[src/rtl/rpd_pkg.sv]
// ----------------------------------------------------------------------------
// rpd_pkg
// Shared types, constants and the key classification for the RF remote
// pulse decoder.
// ----------------------------------------------------------------------------
package rpd_pkg;

   localparam int CODE_BITS   = 16;
   localparam int CNT_W       = $clog2(CODE_BITS + 1);
   localparam int WIDTH_W     = 16;
   localparam int CSR_INDEX_W = 3;
   localparam int QUEUE_DEPTH = 2;

   localparam logic [CSR_INDEX_W-1:0] CSR_HEADER_WIDTH     = 3'd0;
   localparam logic [CSR_INDEX_W-1:0] CSR_LONG_WIDTH       = 3'd1;
   localparam logic [CSR_INDEX_W-1:0] CSR_SHORT_WIDTH      = 3'd2;
   localparam logic [CSR_INDEX_W-1:0] CSR_HEADER_TOLERANCE = 3'd3;
   localparam logic [CSR_INDEX_W-1:0] CSR_BIT_TOLERANCE    = 3'd4;

   localparam logic [WIDTH_W-1:0] RST_HEADER_WIDTH     = 16'd11400;
   localparam logic [WIDTH_W-1:0] RST_LONG_WIDTH       = 16'd3000;
   localparam logic [WIDTH_W-1:0] RST_SHORT_WIDTH      = 16'd1000;
   localparam logic [WIDTH_W-1:0] RST_HEADER_TOLERANCE = 16'd900;
   localparam logic [WIDTH_W-1:0] RST_BIT_TOLERANCE    = 16'd200;

   typedef logic [2:0] key_type;

   localparam key_type KEY_NONE  = 3'd0;
   localparam key_type KEY_UP    = 3'd1;
   localparam key_type KEY_DOWN  = 3'd2;
   localparam key_type KEY_LEFT  = 3'd3;
   localparam key_type KEY_RIGHT = 3'd4;
   localparam key_type KEY_MENU  = 3'd5;

   // Lower bounds are excluded from each range.
   localparam logic [CODE_BITS-1:0] MENU_LO  = 16'h69C0;
   localparam logic [CODE_BITS-1:0] MENU_HI  = 16'h69DF;
   localparam logic [CODE_BITS-1:0] LEFT_LO  = 16'h69A0;
   localparam logic [CODE_BITS-1:0] LEFT_HI  = 16'h69BF;
   localparam logic [CODE_BITS-1:0] RIGHT_LO = 16'h6960;
   localparam logic [CODE_BITS-1:0] RIGHT_HI = 16'h697F;
   localparam logic [CODE_BITS-1:0] UP_LO    = 16'h6920;
   localparam logic [CODE_BITS-1:0] UP_HI    = 16'h693F;
   localparam logic [CODE_BITS-1:0] DOWN_LO  = 16'h6940;
   localparam logic [CODE_BITS-1:0] DOWN_HI  = 16'h695F;

   typedef enum logic [1:0] {
      PH_IDLE = 2'd0,
      PH_DATA = 2'd1,
      PH_END  = 2'd2
   } phase_type;

   typedef struct packed {
      logic hdr;
      logic one;
      logic zero;
   } class_type;

   typedef struct packed {
      logic [CODE_BITS-1:0] code;
      key_type              key;
   } result_type;

   function automatic key_type key_of(input logic [CODE_BITS-1:0] c);
      key_type k;
      k = KEY_NONE;
      if (c inside {[MENU_LO + 16'd1 : MENU_HI]}) begin
         k = KEY_MENU;
      end else if (c inside {[LEFT_LO + 16'd1 : LEFT_HI]}) begin
         k = KEY_LEFT;
      end else if (c inside {[RIGHT_LO + 16'd1 : RIGHT_HI]}) begin
         k = KEY_RIGHT;
      end else if (c inside {[UP_LO + 16'd1 : UP_HI]}) begin
         k = KEY_UP;
      end else if (c inside {[DOWN_LO + 16'd1 : DOWN_HI]}) begin
         k = KEY_DOWN;
      end
      return k;
   endfunction

endpackage

[src/rtl/rpd_fifo.sv]
// ----------------------------------------------------------------------------
// rpd_fifo
// Small register queue; a push is taken while full if a pop happens too.
// ----------------------------------------------------------------------------
module rpd_fifo #(
   parameter int WIDTH = 8,
   parameter int DEPTH = rpd_pkg::QUEUE_DEPTH
) (
   input  logic             clock,
   input  logic             reset,
   input  logic             push,
   input  logic [WIDTH-1:0] wdata,
   output logic             full,
   input  logic             pop,
   output logic [WIDTH-1:0] rdata,
   output logic             empty
);

   localparam int PTR_W = (DEPTH > 1) ? $clog2(DEPTH) : 1;
   localparam int CNT_W = $clog2(DEPTH + 1);
   localparam logic [PTR_W-1:0] LAST = PTR_W'(DEPTH - 1);

   logic [WIDTH-1:0] mem_ff [DEPTH];
   logic [PTR_W-1:0] wr_ptr_ff, wr_ptr_in;
   logic [PTR_W-1:0] rd_ptr_ff, rd_ptr_in;
   logic [CNT_W-1:0] count_ff, count_in;
   logic             do_push;
   logic             do_pop;

   assign full    = (count_ff == CNT_W'(DEPTH));
   assign empty   = (count_ff == '0);
   assign do_pop  = pop && !empty;
   assign do_push = push && (!full || do_pop);
   assign rdata   = mem_ff[rd_ptr_ff];

   always_comb begin
      wr_ptr_in = wr_ptr_ff;
      rd_ptr_in = rd_ptr_ff;
      count_in  = count_ff;
      if (do_push) begin
         wr_ptr_in = (wr_ptr_ff == LAST) ? '0 : wr_ptr_ff + PTR_W'(1);
      end
      if (do_pop) begin
         rd_ptr_in = (rd_ptr_ff == LAST) ? '0 : rd_ptr_ff + PTR_W'(1);
      end
      if (do_push && !do_pop) begin
         count_in = count_ff + CNT_W'(1);
      end else if (do_pop && !do_push) begin
         count_in = count_ff - CNT_W'(1);
      end
   end

   always_ff @(posedge clock) begin
      if (reset) begin
         wr_ptr_ff <= '0;
         rd_ptr_ff <= '0;
         count_ff  <= '0;
      end else begin
         wr_ptr_ff <= wr_ptr_in;
         rd_ptr_ff <= rd_ptr_in;
         count_ff  <= count_in;
      end
   end

   always_ff @(posedge clock) begin
      if (do_push) begin
         mem_ff[wr_ptr_ff] <= wdata;
      end
   end

endmodule

[src/rtl/rpd_front.sv]
// ----------------------------------------------------------------------------
// rpd_front
// Holds the width and tolerance registers and classifies each pulse as a
// header, a one bit or a zero bit.
// ----------------------------------------------------------------------------
module rpd_front (
   input  logic                               clock,
   input  logic                               reset,
   input  logic                               csr_valid,
   output logic                               csr_ready,
   input  logic [rpd_pkg::CSR_INDEX_W-1:0]    csr_index,
   input  logic [rpd_pkg::WIDTH_W-1:0]        csr_data,
   input  logic                               req_push,
   input  logic [rpd_pkg::WIDTH_W-1:0]        req_pulse_us,
   input  logic                               cls_full,
   output logic                               cls_push,
   output rpd_pkg::class_type                 cls_data
);

   logic [rpd_pkg::WIDTH_W-1:0] header_width_ff;
   logic [rpd_pkg::WIDTH_W-1:0] long_width_ff;
   logic [rpd_pkg::WIDTH_W-1:0] short_width_ff;
   logic [rpd_pkg::WIDTH_W-1:0] header_tolerance_ff;
   logic [rpd_pkg::WIDTH_W-1:0] bit_tolerance_ff;

   function automatic logic near_width(input logic [rpd_pkg::WIDTH_W-1:0] v,
                                       input logic [rpd_pkg::WIDTH_W-1:0] nominal,
                                       input logic [rpd_pkg::WIDTH_W-1:0] tol);
      logic [rpd_pkg::WIDTH_W-1:0] d;
      d = (v >= nominal) ? (v - nominal) : (nominal - v);
      return (d <= tol);
   endfunction

   assign csr_ready = 1'b1;
   assign cls_push  = req_push && !cls_full;

   always_comb begin
      cls_data.hdr  = near_width(req_pulse_us, header_width_ff, header_tolerance_ff);
      cls_data.one  = near_width(req_pulse_us, long_width_ff, bit_tolerance_ff);
      cls_data.zero = near_width(req_pulse_us, short_width_ff, bit_tolerance_ff);
   end

   always_ff @(posedge clock) begin
      if (reset) begin
         header_width_ff     <= rpd_pkg::RST_HEADER_WIDTH;
         long_width_ff       <= rpd_pkg::RST_LONG_WIDTH;
         short_width_ff      <= rpd_pkg::RST_SHORT_WIDTH;
         header_tolerance_ff <= rpd_pkg::RST_HEADER_TOLERANCE;
         bit_tolerance_ff    <= rpd_pkg::RST_BIT_TOLERANCE;
      end else if (csr_valid && csr_ready) begin
         case (csr_index)
            rpd_pkg::CSR_HEADER_WIDTH:     header_width_ff     <= csr_data;
            rpd_pkg::CSR_LONG_WIDTH:       long_width_ff       <= csr_data;
            rpd_pkg::CSR_SHORT_WIDTH:      short_width_ff      <= csr_data;
            rpd_pkg::CSR_HEADER_TOLERANCE: header_tolerance_ff <= csr_data;
            rpd_pkg::CSR_BIT_TOLERANCE:    bit_tolerance_ff    <= csr_data;
            default: begin
            end
         endcase
      end
   end

endmodule

[src/rtl/rpd_back.sv]
// ----------------------------------------------------------------------------
// rpd_back
// Frame state machine: collects bits, confirms the frame on a trailing
// header and emits each new code with its key class.
// ----------------------------------------------------------------------------
module rpd_back (
   input  logic                 clock,
   input  logic                 reset,
   input  logic                 cls_empty,
   input  rpd_pkg::class_type   cls_data,
   output logic                 cls_pop,
   input  logic                 rsp_space,
   output logic                 res_push,
   output rpd_pkg::result_type  res_data
);

   rpd_pkg::phase_type phase_ff, phase_in;
   logic [rpd_pkg::CODE_BITS-1:0] shift_ff, shift_in;
   logic [rpd_pkg::CODE_BITS-1:0] last_ff, last_in;
   logic [rpd_pkg::CNT_W-1:0]     count_ff, count_in;
   logic [rpd_pkg::CNT_W-1:0]     count_plus;
   logic                          go;
   logic                          bit_ok;

   assign go         = !cls_empty && rsp_space;
   assign cls_pop    = go;
   assign bit_ok     = cls_data.one || cls_data.zero;
   assign count_plus = count_ff + rpd_pkg::CNT_W'(1);

   always_comb begin
      phase_in = phase_ff;
      if (go) begin
         case (phase_ff)
            rpd_pkg::PH_DATA: begin
               if (!bit_ok) begin
                  phase_in = rpd_pkg::PH_IDLE;
               end else if (count_plus == rpd_pkg::CNT_W'(rpd_pkg::CODE_BITS)) begin
                  phase_in = rpd_pkg::PH_END;
               end
            end
            rpd_pkg::PH_END: phase_in = rpd_pkg::PH_IDLE;
            default: phase_in = cls_data.hdr ? rpd_pkg::PH_DATA : rpd_pkg::PH_IDLE;
         endcase
      end
   end

   always_comb begin
      shift_in      = shift_ff;
      count_in      = count_ff;
      last_in       = last_ff;
      res_push      = 1'b0;
      res_data.code = shift_ff;
      res_data.key  = rpd_pkg::key_of(shift_ff);
      if (go) begin
         case (phase_ff)
            rpd_pkg::PH_DATA: begin
               shift_in = {shift_ff[rpd_pkg::CODE_BITS-2:0], cls_data.one};
               count_in = bit_ok ? count_plus : '0;
            end
            rpd_pkg::PH_END: begin
               count_in = '0;
               if (cls_data.hdr && (shift_ff != last_ff)) begin
                  last_in  = shift_ff;
                  res_push = 1'b1;
               end
            end
            default: begin
            end
         endcase
      end
   end

   always_ff @(posedge clock) begin
      if (reset) begin
         phase_ff <= rpd_pkg::PH_IDLE;
         shift_ff <= '0;
         count_ff <= '0;
         last_ff  <= '0;
      end else begin
         phase_ff <= phase_in;
         shift_ff <= shift_in;
         count_ff <= count_in;
         last_ff  <= last_in;
      end
   end

endmodule

[src/rtl/rf_remote_pulse_decoder_unit.sv]
// ----------------------------------------------------------------------------
// rf_remote_pulse_decoder_unit
// Pulse width decoder for an RF remote: classifies pulses, assembles 16-bit
// frames and reports each newly confirmed code with its key class.
//
//   Channel   Ports                              Beat taken when
//   request   req_push, req_full, req_pulse_us   req_push && !req_full
//   response  rsp_pop, rsp_empty, rsp_code/key   rsp_pop && !rsp_empty
//   config    csr_valid, csr_ready, index/data   csr_valid && csr_ready
//
// One pulse is accepted per cycle while req_full is low; the front classifies
// it in the cycle it arrives, and the back runs the frame state machine on it
// once it leaves the class queue, and only while the response queue has room.
// The two-entry queues between front, back and response let either side
// stall on its own; req_full rises only when the class queue fills.
// Reset is synchronous and restores the register defaults and idle state.
// ----------------------------------------------------------------------------
module rf_remote_pulse_decoder_unit #(
   parameter int QUEUE_DEPTH = rpd_pkg::QUEUE_DEPTH
) (
   input  logic                            clock,
   input  logic                            reset,
   input  logic                            req_push,
   output logic                            req_full,
   input  logic [rpd_pkg::WIDTH_W-1:0]     req_pulse_us,
   output logic                            rsp_empty,
   input  logic                            rsp_pop,
   output logic [rpd_pkg::CODE_BITS-1:0]   rsp_code,
   output rpd_pkg::key_type                rsp_key,
   input  logic                            csr_valid,
   output logic                            csr_ready,
   input  logic [rpd_pkg::CSR_INDEX_W-1:0] csr_index,
   input  logic [rpd_pkg::WIDTH_W-1:0]     csr_data
);

   localparam int CLS_W = $bits(rpd_pkg::class_type);
   localparam int RES_W = $bits(rpd_pkg::result_type);

   rpd_pkg::class_type  cls_wdata;
   rpd_pkg::class_type  cls_rdata;
   rpd_pkg::result_type res_wdata;
   rpd_pkg::result_type res_rdata;
   logic                cls_push_w;
   logic                cls_full_w;
   logic                cls_pop_w;
   logic                cls_empty_w;
   logic                res_push_w;
   logic                res_full_w;
   logic                rsp_space_w;

   rpd_front u_front (
      .clock        (clock),
      .reset        (reset),
      .csr_valid    (csr_valid),
      .csr_ready    (csr_ready),
      .csr_index    (csr_index),
      .csr_data     (csr_data),
      .req_push     (req_push),
      .req_pulse_us (req_pulse_us),
      .cls_full     (cls_full_w),
      .cls_push     (cls_push_w),
      .cls_data     (cls_wdata)
   );

   rpd_fifo #(
      .WIDTH (CLS_W),
      .DEPTH (QUEUE_DEPTH)
   ) u_cls_queue (
      .clock (clock),
      .reset (reset),
      .push  (cls_push_w),
      .wdata (cls_wdata),
      .full  (cls_full_w),
      .pop   (cls_pop_w),
      .rdata (cls_rdata),
      .empty (cls_empty_w)
   );

   assign req_full    = cls_full_w;
   assign rsp_space_w = !res_full_w || rsp_pop;

   rpd_back u_back (
      .clock     (clock),
      .reset     (reset),
      .cls_empty (cls_empty_w),
      .cls_data  (cls_rdata),
      .cls_pop   (cls_pop_w),
      .rsp_space (rsp_space_w),
      .res_push  (res_push_w),
      .res_data  (res_wdata)
   );

   rpd_fifo #(
      .WIDTH (RES_W),
      .DEPTH (QUEUE_DEPTH)
   ) u_rsp_queue (
      .clock (clock),
      .reset (reset),
      .push  (res_push_w),
      .wdata (res_wdata),
      .full  (res_full_w),
      .pop   (rsp_pop),
      .rdata (res_rdata),
      .empty (rsp_empty)
   );

   assign rsp_code = res_rdata.code;
   assign rsp_key  = res_rdata.key;

`ifndef SYNTHESIS
   a_res_no_overflow: assert property (@(posedge clock) disable iff (reset)
      res_push_w |-> (!res_full_w || (rsp_pop && !rsp_empty)))
      else $error("result beat pushed into a full response queue");

   a_cls_no_overflow: assert property (@(posedge clock) disable iff (reset)
      cls_push_w |-> !cls_full_w)
      else $error("pulse pushed into a full class queue");

   a_back_waits: assert property (@(posedge clock) disable iff (reset)
      cls_pop_w |-> !cls_empty_w)
      else $error("back end consumed from an empty class queue");

   a_reset_clears: assert property (@(posedge clock)
      (!reset && $past(reset)) |-> (rsp_empty && !req_full))
      else $error("queues not cleared by reset");
`endif

endmodule
[config.mk]
export PLATFORM = sky130hd
export DESIGN_NAME = rf_remote_pulse_decoder_unit
export DESIGN_NICKNAME = d
export VERILOG_FILES = /design/src/rtl/rpd_pkg.sv /design/src/rtl/rpd_fifo.sv /design/src/rtl/rpd_front.sv /design/src/rtl/rpd_back.sv /design/src/rtl/rf_remote_pulse_decoder_unit.sv
export SDC_FILE = /design/constraint.sdc
export NUM_CORES = 1
export LEC_CHECK = 0
export BUFFER_PORTS_ARGS = -buffer_cell sky130_fd_sc_hd__buf_2
export CORE_ASPECT_RATIO = 1.5
export CORE_MARGIN = 4
export CORE_UTILIZATION = 50
export CTS_BUF_LIST = sky130_fd_sc_hd__clkbuf_8
export DETAILED_ROUTE_END_ITERATION = 10
export GPL_ROUTABILITY_DRIVEN = 0
export GPL_TIMING_DRIVEN = 0
export PLACE_DENSITY_LB_ADDON = 0.05
export SYNTH_ARGS = -nofsm -noshare
export SYNTH_HDL_FRONTEND = slang
export SYNTH_HIERARCHICAL = 1
export SYNTH_SLANG_ARGS = --single-unit
export TNS_END_PERCENT = 30
[constraint.sdc]
create_clock -name clock -period 4.1 [get_ports clock]
set_input_delay 0.82 -clock clock [delete_from_list [all_inputs] [get_ports clock]]
set_output_delay 0.82 -clock clock [all_outputs]
set_load 0.03 [all_outputs]
==> summary.md <==
| Metric | Value |
|---|---|
| First-pass DRT Iterations | `5` |
| Antenna Violating Nets Remaining | `0` |
| Synth Flop Type | `dfxtp_1` |
| Vias in the first global route | `11200` |
| Fin nets | `1820` |
| Final Skew | `17.9 ps` |
| Reg clk slew, reported paths | `100 ps` |
| Peak supply drop | `0.000183 V` |
| Multi-input gate area | `8360 um2` |
| Largest net degree at the start of global routing | `20` |
| Crit end category | `flop` |
| Io pins | `62` |
| Yosys warns | `6` |
| Period Utilization, post-route | `0.996` |
| Via count | `11200` |
| Crit path required time | `4410 ps` |
| Clock Sinks | `173` |
| Register area | `3900 um2` |
| Via-per-instance ratio | `5.67` |
| CTS buffer count | `17` |
| Placed Cells | `1909` |
| Flops & latches, synth | `173` |
| Detailed-route wire length | `36700 um` |
| Kind of critical path | `input pin to flop` |
| Grt ovf | `0` |
| Hpwl dp | `29600 um` |
| Outcome | `finished clean` |
| Mapped cell area | `12700 um2` |
| Sequential fraction of the synthesis area | `0.307` |
| Worst path buffer plus inverter count | `4` |
| Worst slack at placement | `-1250 ps` |
| H-Tree Depth | `4` |
| CTS Buffer Depth | `2` |
| Worst slew pin tran | `861 ps` |
| Highest-delay cell along the critical path | `fa_2` |
| Final Non-Filler Cells | `1969` |
| Worst slew margin | `0.426` |
| Diodes inserted | `0` |
| Startpoint Class | `input pin` |
| Slew Limit Fails | `0` |
| Clock latency on the worst-skew pair | `480 ps` |
| Largest delay share family, worst path | `compound AO/OA/AOI/OAI gates` |
| Final setup margin | `18.0 ps` |
| DR iter-0 viols | `506` |
| Synth unique cells | `86` |
| Pwr Total | `4350 uW` |
| Syn_nets | `1712` |
| Die Ht | `203 um` |
| CP max FO | `7` |
| First-pass GRT wire length | `57000 um` |
| Final Hold Fails | `0` |
| Final setup viols | `0` |
| Fill cells | `2390` |
| Gr usage total | `0.256` |
| EDFF count, synth | `44` |
| Critical Path, Cell by Cell | `buf_12 > clkinv_8 > ha_4 > inv_1 > fa_2 > a21o_1 > a211o_4 > a221oi_4 > o21ai_4 > buf_8 > a311oi_2 > a21oi_2 > xor2_1 > ha_1 > a21o_1 > a21o_1 > a21oi_2 > o21ai_2 > o22ai_2` |
| Initial core utilization | `0.508` |
| Core Region | `25100 um2` |
| HP Class | `flop to flop` |
| Die extent in x | `138 um` |
| WL/cell | `18.7 um` |
| Arr. time, crit path | `4390 ps` |
| Row count | `71` |
| Mapped Cells | `1520` |
| Slowest stage delay, CP | `370 ps` |
| Reg2reg start | `u_front/long_width_ff[0]$_SDFFE_PP0P_` |
| Util after Layout | `0.578` |
| Leakage | `0.00596 uW` |
| Port bufs | `60` |
| Hold Startpoint | `u_front/header_tolerance_ff[10]$_SDFFE_PP0P_` |
| TritonCTS clock tree | `done` |
| Die area | `28100 um2` |
| Maxcap violations | `0` |
| Tmin final | `4080 ps` |
| P&R area growth vs syn | `13.8%` |
| Max Fclk | `245 MHz` |
| RSZ-0062 raised after global routing | `true` |
| Fraction of layout cells with a size suffix above 1 | `0.165` |
| Setup TNS | `0 ps` |
| CTS root buffer | `clkbuf_8` |
| Antenna violations before repair | `0` |
| Critical path origin | `req_pulse_us[0]` |
| Drt drc | `0` |
| Post-synth ARST share | `0` |
| Avg Inst Size Synth | `8.37 um2` |
| CP dominant cell by count | `a21o_1` |
| PwrDens | `300 nW/um2` |
-- tightest hold or removal path, delay by kind of cell (launching register included) --
| kind | cells | cell delay (ps) |
|---|---|---|
| AO/OA/AOI/OAI | 1 | 50 |
| flip-flops | 1 | 320 |
| AND/OR/NAND/NOR | 1 | 50 |
-- placed cells by master, fill, tap and decap left out, types with 7 or more instances in the layout --
master	synthesis	layout
a211o_1	19	18
a21o_1	50	50
a21oi_1	170	157
a21oi_2	2	13
a31oi_1	15	11
and2_1	8	7
and4_1	11	11
buf_2	24	80
buf_4	7	33
clkbuf_1	40	38
clkbuf_8	0	17
dfxtp_1	129	129
edfxtp_1	44	44
ha_1	146	144
inv_1	118	115
mux2_2	22	22
mux2i_1	29	29
nand2_1	208	208
nand2b_1	37	37
nand3_1	18	17
nand3b_1	13	13
nand4_1	23	23
nor2_1	76	76
nor2b_1	22	21
nor3_1	15	14
o211ai_1	7	7
o21a_1	17	17
o21ai_0	43	36
o21ai_1	14	17
xnor2_1	37	37
xor2_1	25	25
-- sequential cells by signal, summed over array words and instances (netlist names), named ones only --
signal                       count
u_back/last_ff                  16
u_cls_queue/rd_ptr_ff            1
u_rsp_queue/wr_ptr_ff            1
u_back/count_ff                  5
u_front/long_width_ff           16
u_back/phase_ff                  2
u_front/header_width_ff         16
u_rsp_queue/mem_ff              38
u_back/shift_ff                 16
u_rsp_queue/rd_ptr_ff            1
u_front/bit_tolerance_ff        16
u_rsp_queue/count_ff             2
u_cls_queue/wr_ptr_ff            1
u_front/short_width_ff          16
u_front/header_tolerance_ff     16
u_cls_queue/count_ff             2
u_cls_queue/mem_ff               6
-- metrics by stage --
step           hold WS (ps)  area [um2]
2_1_floorplan           420       12700
3_3_place_gp            445       13400
3_5_place_dp            449       13500
4_1_cts                 462       14000
5_1_grt                 477       14500
6_report                459       14500
-- cells in the mapped netlist (15+ instances only) --
library cell | count | area [um2]
dfxtp_1 | 129 | 2580
a211o_1 | 19 | 166
buf_2 | 24 | 120
o21ai_0 | 43 | 215
a21o_1 | 50 | 375
nand3_1 | 18 | 90.1
mux2_2 | 22 | 248
a21oi_1 | 170 | 851
xor2_1 | 25 | 219
nor3_1 | 15 | 75.1
xnor2_1 | 37 | 324
nor2b_1 | 22 | 138
nand2_1 | 208 | 781
edfxtp_1 | 44 | 1320
clkbuf_1 | 40 | 150
ha_1 | 146 | 1830
nor2_1 | 76 | 285
nand2b_1 | 37 | 231
inv_1 | 118 | 443
a31oi_1 | 15 | 93.8
nand4_1 | 23 | 144
o21a_1 | 17 | 128
mux2i_1 | 29 | 290
-- final timing paths --
| check | slack (ps) | depth (start not counted) | end |
|---|---|---|---|
| hold reg to reg | 460 | 2 | u_front/header_tolerance_ff[10]$_SDFFE_PP0P_ |
| hold / removal | 460 | 2 | u_front/header_tolerance_ff[10]$_SDFFE_PP0P_ |
| setup reg to reg | 100 | 17 | u_cls_queue/mem_ff[1][1]$_DFFE_PP_ |
| setup / recovery | 20 | 19 | u_cls_queue/mem_ff[1][1]$_DFFE_PP_ |
-- routing by layer --
| layer | GRT usage | vias to the layer above | wire length (um) |
|---|---|---|---|
| met2 | 0.516 | 255 | 20400 |
| met3 | 0.0270 | 133 | 856 |
| met5 | 0 | - | 0 |
| met4 | 0.154 | 0 | 2510 |
| met1 | 0.245 | 5250 | 13000 |
| li1 | - | 5518 | - |
-- area by class of cell --
type	instances	area share
Timing Repair Buffer	92	0.0420
Sequential cell	173	0.269
Inverter	120	0.0324
Tap cell	328	0.0283
Multi-Input combinational cell	1151	0.577
Clock buffer	17	0.0161
Buffer	73	0.0266
Clock inverter	15	0.00786
-- power breakdown --
group	total, uW	switching [uW]	internal, uW
logic	1380	797	588
registers	1850	42.3	1810
clock network	1110	683	429
total	4350	1520	2820
-- kinds of logic after synthesis --
logic type                 share of synthesized area
adders and majority gates                      0.153
muxes                                         0.0488
and+or+nand+nor                                0.181
AOI/OAI and AO/OA                              0.202
xor gates and xnor gates                      0.0439
other                                       0.000295
DFF                                            0.307
buffers and inverters                         0.0646
-- what timing repair did --
action                     in CTS  in global routing
setup endpoints to repair       6                  6
pin swaps                       9                 42
buffers inserted                4                 25
gates cloned                    0                  2
hold buffers                    0                  0
gates resized for setup        31                 74
No activity file was read; power rests on OpenSTA's default activity.
